<file path="config.mk">
export PLATFORM = sky130hd
export DESIGN_NAME = chacha20_stream_cipher_core
export DESIGN_NICKNAME = d
export VERILOG_FILES = /design/src/sv/cc20_pkg.sv /design/src/sv/cc20_front.sv /design/src/sv/cc20_back.sv /design/src/sv/chacha20_stream_cipher_core.sv
export VERILOG_INCLUDE_DIRS = /design/src /design/src/sv
export SDC_FILE = /design/constraint.sdc
export NUM_CORES = 2
export LEC_CHECK = 0
export BUFFER_PORTS_ARGS = -buffer_cell sky130_fd_sc_hd__buf_4
export CORE_MARGIN = 2
export CORE_UTILIZATION = 55
export CTS_CLUSTER_DIAMETER = 100
export DETAILED_ROUTE_END_ITERATION = 8
export PLACE_DENSITY_LB_ADDON = 0.25
export SLEW_MARGIN = 15
export SYNTH_ARGS = -nofsm -noshare
export SYNTH_HDL_FRONTEND = slang
export SYNTH_SLANG_ARGS = --single-unit
</file>
<file path="constraint.sdc">
create_clock -name clk -period 37.3 [get_ports clk]
set_clock_uncertainty 0.2 [all_clocks]
set_input_delay 3.73 -clock clk [delete_from_list [all_inputs] [get_ports clk]]
set_output_delay 3.73 -clock clk [all_outputs]
set_load 0.005 [all_outputs]
</file>
<file path="src/sv/chacha20_stream_cipher_core_macros.svh">
// assertion macros for the chacha20 stream cipher core
`ifndef CHACHA20_STREAM_CIPHER_CORE_MACROS_SVH
`define CHACHA20_STREAM_CIPHER_CORE_MACROS_SVH

// implication checked on every clock edge outside reset
`define CC_ASSERT_IMP(label, ante, cons, msg) \
  label: assert property (@(posedge clk) disable iff (!rst_n) (ante) |-> (cons)) \
    else $error(msg);

// implication whose consequent is checked in the following cycle
`define CC_ASSERT_NXT(label, ante, cons, msg) \
  label: assert property (@(posedge clk) disable iff (!rst_n) (ante) |=> (cons)) \
    else $error(msg);

`endif

</file>
<file path="src/sv/cc20_pkg.sv">
// shared types and constants for the chacha20 stream cipher core
package cc20_pkg;

  localparam logic [31:0] SIGMA0 = 32'h61707865;
  localparam logic [31:0] SIGMA1 = 32'h3320646e;
  localparam logic [31:0] SIGMA2 = 32'h79622d32;
  localparam logic [31:0] SIGMA3 = 32'h6b206574;

  localparam logic [2:0] REG_KEY_A    = 3'd0;
  localparam logic [2:0] REG_KEY_B    = 3'd1;
  localparam logic [2:0] REG_KEY_C    = 3'd2;
  localparam logic [2:0] REG_KEY_D    = 3'd3;
  localparam logic [2:0] REG_INIT_CTR = 3'd4;
  localparam logic [2:0] REG_NONCE_LO = 3'd5;
  localparam logic [2:0] REG_NONCE_HI = 3'd6;

  // classified item handed from front to back
  typedef struct packed {
    logic [7:0] data;
    logic       new_block;
    logic       restart;
    logic [5:0] pos;
  } cc20_item_t;

  typedef enum logic [1:0] {
    ST_IDLE,
    ST_ROUND,
    ST_FINAL,
    ST_XOR
  } cc20_state_t;

  function automatic logic [31:0] rotl(input logic [31:0] v, input int unsigned n);
    rotl = (v << n) | (v >> (32 - n));
  endfunction

endpackage

</file>
<file path="src/sv/cc20_front.sv">
// front end: accepts bytes, tracks byte position and tags block starts
module cc20_front
  import cc20_pkg::*;
(
  input  logic       clk,
  input  logic       rst_n,
  input  logic       in_push,
  output logic       in_full,
  input  logic [7:0] in_data_in,
  input  logic       in_first_of_message,
  output logic       q_valid,
  output cc20_item_t q_item,
  input  logic       q_pop
);

  localparam int QD = 2;

  cc20_item_t  q_r [QD];
  cc20_item_t  q_nxt [QD];
  logic        wp_r, wp_nxt, rp_r, rp_nxt;
  logic [1:0]  cnt_r, cnt_nxt;
  logic [5:0]  pos_r, pos_nxt;
  logic        push_ok;
  logic [5:0]  pos_use;
  cc20_item_t  new_item;

  assign in_full = (cnt_r == 2'(QD));
  assign push_ok = in_push && !in_full;
  assign pos_use = in_first_of_message ? 6'd0 : pos_r;
  assign q_valid = (cnt_r != 2'd0);
  assign q_item  = q_r[rp_r];

  always_comb begin
    new_item.data      = in_data_in;
    new_item.new_block = (pos_use == 6'd0);
    new_item.restart   = in_first_of_message;
    new_item.pos       = pos_use;
    q_nxt   = q_r;
    wp_nxt  = wp_r;
    rp_nxt  = rp_r;
    cnt_nxt = cnt_r;
    pos_nxt = pos_r;
    if (push_ok) begin
      q_nxt[wp_r] = new_item;
      wp_nxt      = ~wp_r;
      pos_nxt     = pos_use + 6'd1;
    end
    if (q_pop && q_valid) rp_nxt = ~rp_r;
    cnt_nxt = cnt_r + {1'b0, push_ok} - {1'b0, q_pop && q_valid};
  end

  always_ff @(posedge clk) begin
    q_r <= q_nxt;
    if (!rst_n) begin
      wp_r  <= 1'b0;
      rp_r  <= 1'b0;
      cnt_r <= 2'd0;
      pos_r <= 6'd0;
    end else begin
      wp_r  <= wp_nxt;
      rp_r  <= rp_nxt;
      cnt_r <= cnt_nxt;
      pos_r <= pos_nxt;
    end
  end

`include "chacha20_stream_cipher_core_macros.svh"
  `CC_ASSERT_IMP(a_no_overfill, cnt_r == 2'(QD), !push_ok, "front queue overfilled")
  `CC_ASSERT_NXT(a_pos_step, push_ok, pos_r == $past(pos_use) + 6'd1, "byte position slip")
  `CC_ASSERT_IMP(a_cnt_range, 1'b1, cnt_r <= 2'(QD), "front queue count out of range")

endmodule

</file>
<file path="src/sv/cc20_back.sv">
// back end: block generation with one shared quarter-round unit and byte xor
module cc20_back
  import cc20_pkg::*;
#(
  parameter int ROUNDS = 20
) (
  input  logic        clk,
  input  logic        rst_n,
  input  logic        q_valid,
  input  cc20_item_t  q_item,
  output logic        q_pop,
  input  logic [63:0] key_a,
  input  logic [63:0] key_b,
  input  logic [63:0] key_c,
  input  logic [63:0] key_d,
  input  logic [31:0] init_ctr,
  input  logic [63:0] nonce_lo,
  input  logic [31:0] nonce_hi,
  output logic        out_empty,
  input  logic        out_pop,
  output logic [7:0]  out_data_out
);

  // each double round is eight quarter-round steps
  localparam int NSTEP = ((ROUNDS + 1) / 2) * 8;
  localparam int SW    = $clog2(NSTEP + 1);

  cc20_state_t state_r, state_nxt;
  logic [31:0] ws_r [16];
  logic [31:0] mx_r [16];
  logic [31:0] mx_nxt [16];
  logic [31:0] ctr_r, ctr_nxt;
  logic [SW-1:0] step_r, step_nxt;
  cc20_item_t  cur_r;
  logic [7:0]  od_r;
  logic        ov_r;
  logic        take, out_take, load_ws, do_xor;
  logic [3:0]  ia, ib, ic, id;
  logic [31:0] qa, qb, qc, qd;
  logic [2:0]  sel;

  assign out_empty    = !ov_r;
  assign out_data_out = od_r;
  assign out_take     = out_pop && ov_r;
  assign take         = (state_r == ST_IDLE) && q_valid;
  assign q_pop        = take;

  always_comb begin
    state_nxt = state_r;
    step_nxt  = step_r;
    case (state_r)
      ST_IDLE:  if (q_valid) state_nxt = q_item.new_block ? ST_ROUND : ST_XOR;
      ST_ROUND: begin
        step_nxt = step_r + 1'b1;
        if (step_r == SW'(NSTEP - 1)) state_nxt = ST_FINAL;
      end
      ST_FINAL: state_nxt = ST_XOR;
      ST_XOR:   if (!ov_r || out_take) state_nxt = ST_IDLE;
      default:  state_nxt = ST_IDLE;
    endcase
    if (state_r == ST_IDLE) step_nxt = '0;
  end

  always_comb begin
    load_ws = (state_r == ST_IDLE) && q_valid && q_item.new_block;
    do_xor  = (state_r == ST_XOR) && (!ov_r || out_take);
  end

  // quarter-round operand selection: columns then diagonals
  always_comb begin
    sel = step_r[2:0];
    case (sel)
      3'd0: begin ia = 4'd0; ib = 4'd4; ic = 4'd8;  id = 4'd12; end
      3'd1: begin ia = 4'd1; ib = 4'd5; ic = 4'd9;  id = 4'd13; end
      3'd2: begin ia = 4'd2; ib = 4'd6; ic = 4'd10; id = 4'd14; end
      3'd3: begin ia = 4'd3; ib = 4'd7; ic = 4'd11; id = 4'd15; end
      3'd4: begin ia = 4'd0; ib = 4'd5; ic = 4'd10; id = 4'd15; end
      3'd5: begin ia = 4'd1; ib = 4'd6; ic = 4'd11; id = 4'd12; end
      3'd6: begin ia = 4'd2; ib = 4'd7; ic = 4'd8;  id = 4'd13; end
      3'd7: begin ia = 4'd3; ib = 4'd4; ic = 4'd9;  id = 4'd14; end
      default: begin ia = 4'd0; ib = 4'd4; ic = 4'd8; id = 4'd12; end
    endcase
    qa = mx_r[ia] + mx_r[ib];
    qd = rotl(mx_r[id] ^ qa, 16);
    qc = mx_r[ic] + qd;
    qb = rotl(mx_r[ib] ^ qc, 12);
    qa = qa + qb;
    qd = rotl(qd ^ qa, 8);
    qc = qc + qd;
    qb = rotl(qb ^ qc, 7);
    mx_nxt = mx_r;
    mx_nxt[ia] = qa;
    mx_nxt[ib] = qb;
    mx_nxt[ic] = qc;
    mx_nxt[id] = qd;
  end

  always_comb begin
    ctr_nxt = ctr_r;
    if (state_r == ST_FINAL) ctr_nxt = ws_r[12] + 32'd1;
    else if (do_xor && cur_r.restart && !cur_r.new_block) ctr_nxt = init_ctr;
  end

  always_ff @(posedge clk) begin
    if (take) cur_r <= q_item;
    if (state_r == ST_ROUND) mx_r <= mx_nxt;
    // add-back leaves the keystream words in the mix registers until the next block
    if (state_r == ST_FINAL) begin
      for (int i = 0; i < 16; i++) begin
        mx_r[i] <= mx_r[i] + ws_r[i];
      end
    end
    if (do_xor) od_r <= cur_r.data ^ mx_r[cur_r.pos[5:2]][{cur_r.pos[1:0], 3'b000} +: 8];
    if (load_ws) begin
      ws_r[0]  <= SIGMA0;          mx_r[0]  <= SIGMA0;
      ws_r[1]  <= SIGMA1;          mx_r[1]  <= SIGMA1;
      ws_r[2]  <= SIGMA2;          mx_r[2]  <= SIGMA2;
      ws_r[3]  <= SIGMA3;          mx_r[3]  <= SIGMA3;
      ws_r[4]  <= key_a[31:0];     mx_r[4]  <= key_a[31:0];
      ws_r[5]  <= key_a[63:32];    mx_r[5]  <= key_a[63:32];
      ws_r[6]  <= key_b[31:0];     mx_r[6]  <= key_b[31:0];
      ws_r[7]  <= key_b[63:32];    mx_r[7]  <= key_b[63:32];
      ws_r[8]  <= key_c[31:0];     mx_r[8]  <= key_c[31:0];
      ws_r[9]  <= key_c[63:32];    mx_r[9]  <= key_c[63:32];
      ws_r[10] <= key_d[31:0];     mx_r[10] <= key_d[31:0];
      ws_r[11] <= key_d[63:32];    mx_r[11] <= key_d[63:32];
      ws_r[12] <= q_item.restart ? init_ctr : ctr_r;
      mx_r[12] <= q_item.restart ? init_ctr : ctr_r;
      ws_r[13] <= nonce_lo[31:0];  mx_r[13] <= nonce_lo[31:0];
      ws_r[14] <= nonce_lo[63:32]; mx_r[14] <= nonce_lo[63:32];
      ws_r[15] <= nonce_hi;        mx_r[15] <= nonce_hi;
    end
    if (!rst_n) begin
      state_r <= ST_IDLE;
      step_r  <= '0;
      ctr_r   <= '0;
      ov_r    <= 1'b0;
    end else begin
      state_r <= state_nxt;
      step_r  <= step_nxt;
      ctr_r   <= ctr_nxt;
      if (do_xor) ov_r <= 1'b1;
      else if (out_take) ov_r <= 1'b0;
    end
  end

`include "chacha20_stream_cipher_core_macros.svh"
  `CC_ASSERT_IMP(a_pop_idle, q_pop, state_r == ST_IDLE, "queue popped while busy")
  `CC_ASSERT_NXT(a_final_once, state_r == ST_FINAL, state_r == ST_XOR,
                 "final add not followed by xor")
  `CC_ASSERT_NXT(a_ctr_bump, state_r == ST_FINAL, ctr_r == $past(ws_r[12]) + 32'd1,
                 "block counter did not advance")

endmodule

</file>
<file path="src/sv/chacha20_stream_cipher_core.sv">
// chacha20 stream cipher core top level
// Byte-stream ChaCha20 (RFC 7539): each pushed byte comes back XORed with the
// next keystream byte. A byte at block position 0 (or flagged first of message)
// starts a new 64-byte keystream block, generated by one shared quarter-round
// unit through load, rounds, add-back and xor in turn; other bytes go straight
// to the xor in the back end. A two-entry input queue lets bytes be pushed
// while a block is generated. Configuration written between blocks applies to
// the next block.
module chacha20_stream_cipher_core
  import cc20_pkg::*;
#(
  parameter int ROUNDS = 20
) (
  input  logic        clk,
  input  logic        rst_n,
  input  logic        push,
  output logic        full,
  input  logic [7:0]  in_data_in,
  input  logic        in_first_of_message,
  output logic        empty,
  input  logic        pop,
  output logic [7:0]  out_data_out,
  input  logic        cfg_valid,
  output logic        cfg_ready,
  input  logic [2:0]  cfg_index,
  input  logic [63:0] cfg_data
);

  logic [63:0] key_a_r, key_b_r, key_c_r, key_d_r, nonce_lo_r;
  logic [31:0] init_ctr_r, nonce_hi_r;
  logic        q_valid, q_pop;
  cc20_item_t  q_item;

  assign cfg_ready = 1'b1;

  always_ff @(posedge clk) begin
    if (!rst_n) begin
      key_a_r <= '0; key_b_r <= '0; key_c_r <= '0; key_d_r <= '0;
      init_ctr_r <= '0; nonce_lo_r <= '0; nonce_hi_r <= '0;
    end else if (cfg_valid) begin
      case (cfg_index)
        REG_KEY_A:    key_a_r    <= cfg_data;
        REG_KEY_B:    key_b_r    <= cfg_data;
        REG_KEY_C:    key_c_r    <= cfg_data;
        REG_KEY_D:    key_d_r    <= cfg_data;
        REG_INIT_CTR: init_ctr_r <= cfg_data[31:0];
        REG_NONCE_LO: nonce_lo_r <= cfg_data;
        REG_NONCE_HI: nonce_hi_r <= cfg_data[31:0];
        default: ;
      endcase
    end
  end

  cc20_front u_front (
    .clk, .rst_n, .in_push(push), .in_full(full), .in_data_in, .in_first_of_message,
    .q_valid, .q_item, .q_pop
  );

  cc20_back #(.ROUNDS(ROUNDS)) u_back (
    .clk, .rst_n, .q_valid, .q_item, .q_pop,
    .key_a(key_a_r), .key_b(key_b_r), .key_c(key_c_r), .key_d(key_d_r),
    .init_ctr(init_ctr_r), .nonce_lo(nonce_lo_r), .nonce_hi(nonce_hi_r),
    .out_empty(empty), .out_pop(pop), .out_data_out
  );

endmodule
</file>
## Word level (Yosys, flattened, before mapping)

Memories as Yosys holds them, arrays and structs flattened. A register that Yosys moved wholly into a read port is not among the register bits.
Cells that the tools add are included.

- Add/subtract/negate cells: 25
- Multipliers: 0
- Divide/modulo/power cells: 0
- Order comparisons: 12
- Eq/ne operators: 14
- Shift-type cells: 1
- Muxes and demuxes: 51
- Bitwise gates (word level): 19
- Reduce and logical (&&, ||, !) cells: 34

Operators by type and width:

| cell | number |
|---|---|
| $bwmux W512 | 4 |
| $mux W512 | 2 |
| $add A32 B32 Y32 | 20 |
| $bmux W32 S4 | 5 |
| $mux W32 | 17 |
| $demux W32 S4 | 4 |
| $mux W384 | 1 |
| $xor A32 B32 Y32 | 4 |
| $mux W16 | 4 |
| $add A32 B1 Y32 const B | 1 |
| $bwmux W32 | 1 |
| $or A32 B12 Y32 | 1 |
| $or A32 B16 Y32 | 1 |
| $or A32 B7 Y32 | 1 |
| $or A32 B8 Y32 | 1 |
| $shiftx A32 B6 Y8 | 1 |
| $ge A5 B5 Y1 const B | 5 |
| $not A4 Y5 | 5 |
| $lt A5 B1 Y1 const B | 4 |
| $demux W16 S1 | 1 |
| $reduce_and A2 Y1 | 7 |
| $logic_and A1 B1 Y1 | 13 |
| $eq A3 B3 Y1 const B | 3 |
| $mux W2 | 4 |
| 28 further kinds | 46 |

- Register bits after elaboration: 1004
- Bits in latches: 0
- Memory bits (writable): 512
- ROM bits: 64
- Input port bits: 81
- Output and inout bits: 11
- Word-level logic and storage cells: 202
- Memories kept: 2

Memories:

| memory | words | bits a word | read ports | clocked after Yosys merged registers in | write ports | line | source |
|---|---|---|---|---|---|---|---|
| u_back.ws_r | 16 | 32 | 16 | 0 | 16 | cc20_back.sv:29 | `logic [31:0] ws_r [16];` |
| (no name shown) | 8 | 8 | 1 | 1 | 0 | cc20_back.sv:72 | `case (sel)` |

## Logic depth before layout (Yosys ltp)

- Depth in word-level cells: 22
- Gate-level depth with buffers: 53
- Mapped depth without buffers: 49

## Cells and area by module

From an unflattened synthesis, not the netlist that was laid out.

- Cells, all modules: 8465
- Area, all modules: 87209.9 um2

Modules (own cells, without submodules):

| module | times used | cells an instance | area an instance (um2) | sequential area each (um2) |
|---|---|---|---|---|
| cc20_back | 1 | 7034 | 71484.8 | 27306.2 |
| chacha20_stream_cipher_core | 1 | 1317 | 13999.7 | 7687.4 |
| cc20_front | 1 | 114 | 1725.4 | 1161.1 |

## Worst setup path before layout

Ideal clock, no wire load.

- Path kind: register -> register
- From: register u_back.state_r[0]
- To: memory u_back.ws_r[4][0] (netlist: u_back.ws_r[0][128]), enable pin
- Setup time: 896 ps
- Data arrival time: 12548 ps
- Required time: 36204 ps
- Setup slack: 23656 ps
- Stages on the path, launching flop included: 10
- Buffers on the path: 3
- Clock period less this slack: 13644 ps
- Cells stage by stage: dfxtp_1 > inv_1 > ha_1 > o21ai_0 > inv_1 > nand2_1 > inv_2 > clkbuf_1 > buf_1 > buf_1

RTL lines:

| element | line | source |
|---|---|---|
| from (decl) | cc20_back.sv:28 | `cc20_state_t state_r, state_nxt;` |
| from (signal assigned) | cc20_back.sv:139 | `state_r <= state_nxt;` |
| to (decl) | cc20_back.sv:29 |  |

## Final worst setup path

- From: register u_back.id[0] (netlist name)
- To: register u_back.mx_r[289] in the netlist's numbering, data pin

- Cells in the longest elaborated chain, start to end: 21
- Elaborated cells on any way between the ends: 27
- Classes of those cells: 3 x add/sub; 2 x order compare; 12 x mux; 9 x bitwise; 1 x reduce/logical

Ends and longest elaborated chain:

| element | line | source |
|---|---|---|
| $not A4 Y5 (not written as such) (*) | cc20_back.sv:84, cc20_back.sv:95 |  |
| $bmux W32 S4 | cc20_back.sv:84 | `qd = rotl(mx_r[id] ^ qa, 16);` |
| $mux W32 (not written as such) (2 in series) | cc20_back.sv:84 |  |
| $xor A32 B32 Y32 | cc20_back.sv:84 |  |
| $or A32 B16 Y32 | cc20_pkg.sv:33 | `rotl = (v << n) \| (v >> (32 - n));` |
| $add A32 B32 Y32 | cc20_back.sv:85 | `qc = mx_r[ic] + qd;` |
| $xor A32 B32 Y32 | cc20_back.sv:86 | `qb = rotl(mx_r[ib] ^ qc, 12);` |
| $or A32 B12 Y32 | cc20_pkg.sv:33 |  |
| [... 4 more ...] | -- |  |
| $xor A32 B32 Y32 | cc20_back.sv:90 | `qb = rotl(qb ^ qc, 7);` |
| $or A32 B7 Y32 | cc20_pkg.sv:33 |  |
| $bwmux W512 | cc20_back.sv:93 | `mx_nxt[ib] = qb;` |
| $bwmux W512 | cc20_back.sv:94 | `mx_nxt[ic] = qc;` |
| $bwmux W512 (*) | cc20_back.sv:95 | `mx_nxt[id] = qd;` |
| $mux W512 (*) | cc20_back.sv:106 | `if (state_r == ST_ROUND) mx_r <= mx_nxt;` |
| $mux W512 (*) | cc20_back.sv:108 | `if (state_r == ST_FINAL) begin` |
| $mux W384 (*) | cc20_back.sv:114 | `if (load_ws) begin` |
| to (signal assigned) | cc20_back.sv:106 |  |
| to (signal, indexed assignment) | cc20_back.sv:110 | `mx_r[i] <= mx_r[i] + ws_r[i];` |
| to (decl) | cc20_back.sv:30 | `logic [31:0] mx_r [16];` |

Every way passes the cells marked *; elsewhere a longest branch is shown, timed or not. The select of a mux whose other input is x is not followed.
A chain may end at the register's enable or synchronous reset.

==> metrics.txt <==
result of the run=complete, no violations; number of global-route vias before repair=73.9k; share of flip-flops with an asynchronous set or reset=0%; Clk Tree Root Cell=sky130_fd_sc_hd__clkbuf_16; achievable frequency=63.5 MHz; number of hold-repair buffers added at the cts stage=0; clock buffer count from CTS=156; CP Data Required Time=37.77 ns; setup repair after global routing missed its margin=false; vias after detailed routing=79.9k; total routed wirelength=378000 um; Top cell by count, worst path=sky130_fd_sc_hd__xnor2_1; cell total after placement=11.1k; maximum fanout count along the critical path=44; commonest cells after routing, fill and taps aside=sky130_fd_sc_hd__nand2_1, sky130_fd_sc_hd__nor2_1, sky130_fd_sc_hd__a21oi_1, sky130_fd_sc_hd__edfxtp_1, sky130_fd_sc_hd__dfxtp_1; Critical Path Source Type=flop; share of synthesized area spent on multiplexers=8.74%; initial core utilization=55.4%; critical path capture point type=flop; simple-gate portion of the synthesized area=13.5%; vertical extent of the die=406 um; total global routing overflow=0; Post-Synthesis Cell Area=88900 um^2; first-pass iteration count of the detailed router=9; total number of placement rows=147; cell count after synthesis=9155; violation count after the first detailed-routing iteration=11.4k; delay of the slowest cell on the worst path=0.86 ns; Synth Area per Inst=9.71 um^2; overall die area=165000 um^2; I/O Buffers=90; Setup TNS=0 ns; CTS tree=built; DP HPWL=282000 um; Avg Vias per Cell=7.01; fraction of layout instances using a drive strength above 1=10.4%; EDFF count, synth=824; post-route insts no fill=11.4k; leading register cell type out of synthesis=sky130_fd_sc_hd__edfxtp_1; total of flip-flops plus latches after synthesis=1394; Final Cycle Share=42.2%; synthesized-area fraction occupied by ao, oa, aoi and oai cells=20.4%; final layout net count=9686; pin count of the biggest net entering global routing=145; slowest cell on the critical path=sky130_fd_sc_hd__dfxtp_4; clock transition at the register clock pins on the worst setup and hold paths after CTS=0.07 ns; Detail Route Antenna Nets=0; GRT Overall Usage=45.0%; antenna violations before repair=61; clock insertion delay at the later pin of the skew report=0.86 ns; max-slew headroom at the worst pin=11.8%; number of clock sinks=1394; number of remaining DRC errors=0; signed area change from the synthesized netlist to the final layout=9.50%; Hold Vio Cnt, Final=0; Core Region=161000 um^2; adder and majority gate portion of the synthesized area=7.59%; I/O pin count=92; Setup Buffers After CTS=0; Final Slew Violations=0; Routed wire per std cell=33.2 um; post-synthesis net count=9766; instance area at placement=92000 um^2; number of max-capacitance violations reported=0; type of the worst setup path=flop to flop; PostCTS Resize Cnt=0; Distinct cells, synth=101; fraction of the yosys area taken by sequential cells=40.7%; die width=406 um; most common library cell in the layout ignoring fill and taps=sky130_fd_sc_hd__nand2_1; final design instance area without fill=97400 um^2; warnings from Yosys=0; H-tree depth=4; endpoint arrival time on the critical path=16.21 ns; final critical delay including setup and external delays=15.75 ns; number of endpoints failing setup at the final stage=0; wire length of the first global-routing pass=529000 um; actual transition at the worst max-transition pin=1.32 ns; gp weighted congestion=1.14; number of buffers between clock root and the deepest sink=3; Post-Synth XOR/XNOR Area=6.28%; largest family of logic cells by synthesized area=compound AO/OA/AOI/OAI gates; worst min-delay path category=flop to flop
-- through the flow --
step	setup slack, ns	hold slack [ns]	utilization, %
floorplan	23.66	0.226	-
global placement	22.07	0.234	57.3
detailed placement	22.06	0.237	57.3
CTS	22.02	0.235	60.6
global route	21.09	0.240	60.6
finish	21.55	0.240	60.6
-- flip-flops by register name (all words and copies together), names as in the netlist, 6 cells and up --
register             cells
u_back.mx_r            512
u_front.pos_r            6
key_c_r                 64
key_d_r                 64
init_ctr_r              32
nonce_lo_r              64
u_back.ws_r            384
u_back.cur_r            16
nonce_hi_r              32
u_front.q_r             32
u_back.out_data_out      8
u_back.step_r            7
u_back.ctr_r            32
key_a_r                 64
key_b_r                 64
-- cell type report --
type / count / area, um^2
antenna: 26 / 65.1
inverter: 191 / 737
clock buffer: 214 / 4370
timing repair buffer: 238 / 1860
clock inverter: 78 / 906
fill: 13400 / 63200
sequential: 1394 / 36200
multi-input combinational: 7094 / 50500
tap: 2160 / 2700
-- worst paths after layout --
path | startpoint | end | slack (ns) | depth (start not counted)
setup reg to reg | u_back.id[0] | u_back.mx_r[289] | 21.55 | 48
hold / removal | nonce_lo_r[17] | u_back.ws_r[1][177] | 0.24 | 0
hold reg to reg | nonce_lo_r[17] | u_back.ws_r[1][177] | 0.24 | 0
setup / recovery | u_back.id[0] | u_back.mx_r[289] | 21.55 | 48
-- Yosys cell counts, drive strengths merged (16+ instances only) --
cell type,n,area [um^2]
a2111oi,25,294
a211o,18,158
a211oi,65,518
a21boi,145,1090
a21o,275,2060
a21oi,865,4340
a221o,33,330
a221oi,219,1920
a22oi,79,593
a311oi,21,190
a31o,17,149
a31oi,73,472
and2,20,125
and3,74,463
buf,75,302
clkbuf,401,1510
dfxtp,570,11400
edfxtp,824,24700
fa,16,320
ha,514,6430
inv,189,709
mux2,52,586
mux2i,52,521
mux4,296,6670
nand2,1239,4650
nand2b,72,450
nand3,150,751
nand4,42,263
nor2,904,3390
nor2b,88,551
nor3,117,591
nor4,18,113
o2111ai,18,158
o211ai,44,335
o21a,84,631
o21ai,463,2320
o21bai,52,390
o221ai,36,322
o22ai,23,156
o31ai,41,308
or3,34,218
xnor2,352,3120
xor2,248,2190
-- metal layers --
layer  global-route usage, %  share of wire, %  vias up
met5                       0              0.11        -
met4                    31.2               8.3       46
met3                    14.5                14     1212
met2                    65.6                42     5717
met1                    56.5                35    38800
li1                        -                 -    34000
-- critical path: cells and delay by family (launching register included) --
family          cells  cell delay (ns)
compound gates     22             5.74
xor+xnor            8             3.63
fa+ha+maj           6             2.29
buf+inv             4             1.09
simple gates        7             0.95
flops               1             0.86
mux                 1             0.71
-- kinds of logic after synthesis --
family	after synthesis
AO/OA/AOI/OAI	2738
buffers and inverters	667
multiplexers	400
flip-flops	1394
adder cells (fa/ha/maj)	530
XOR/XNOR	612
other	1
AND/OR/NAND/NOR	2813
Power is left out: the tool's default activity adds up to more than one toggle a clock period on the data nets, which glitch-free logic cannot reach.
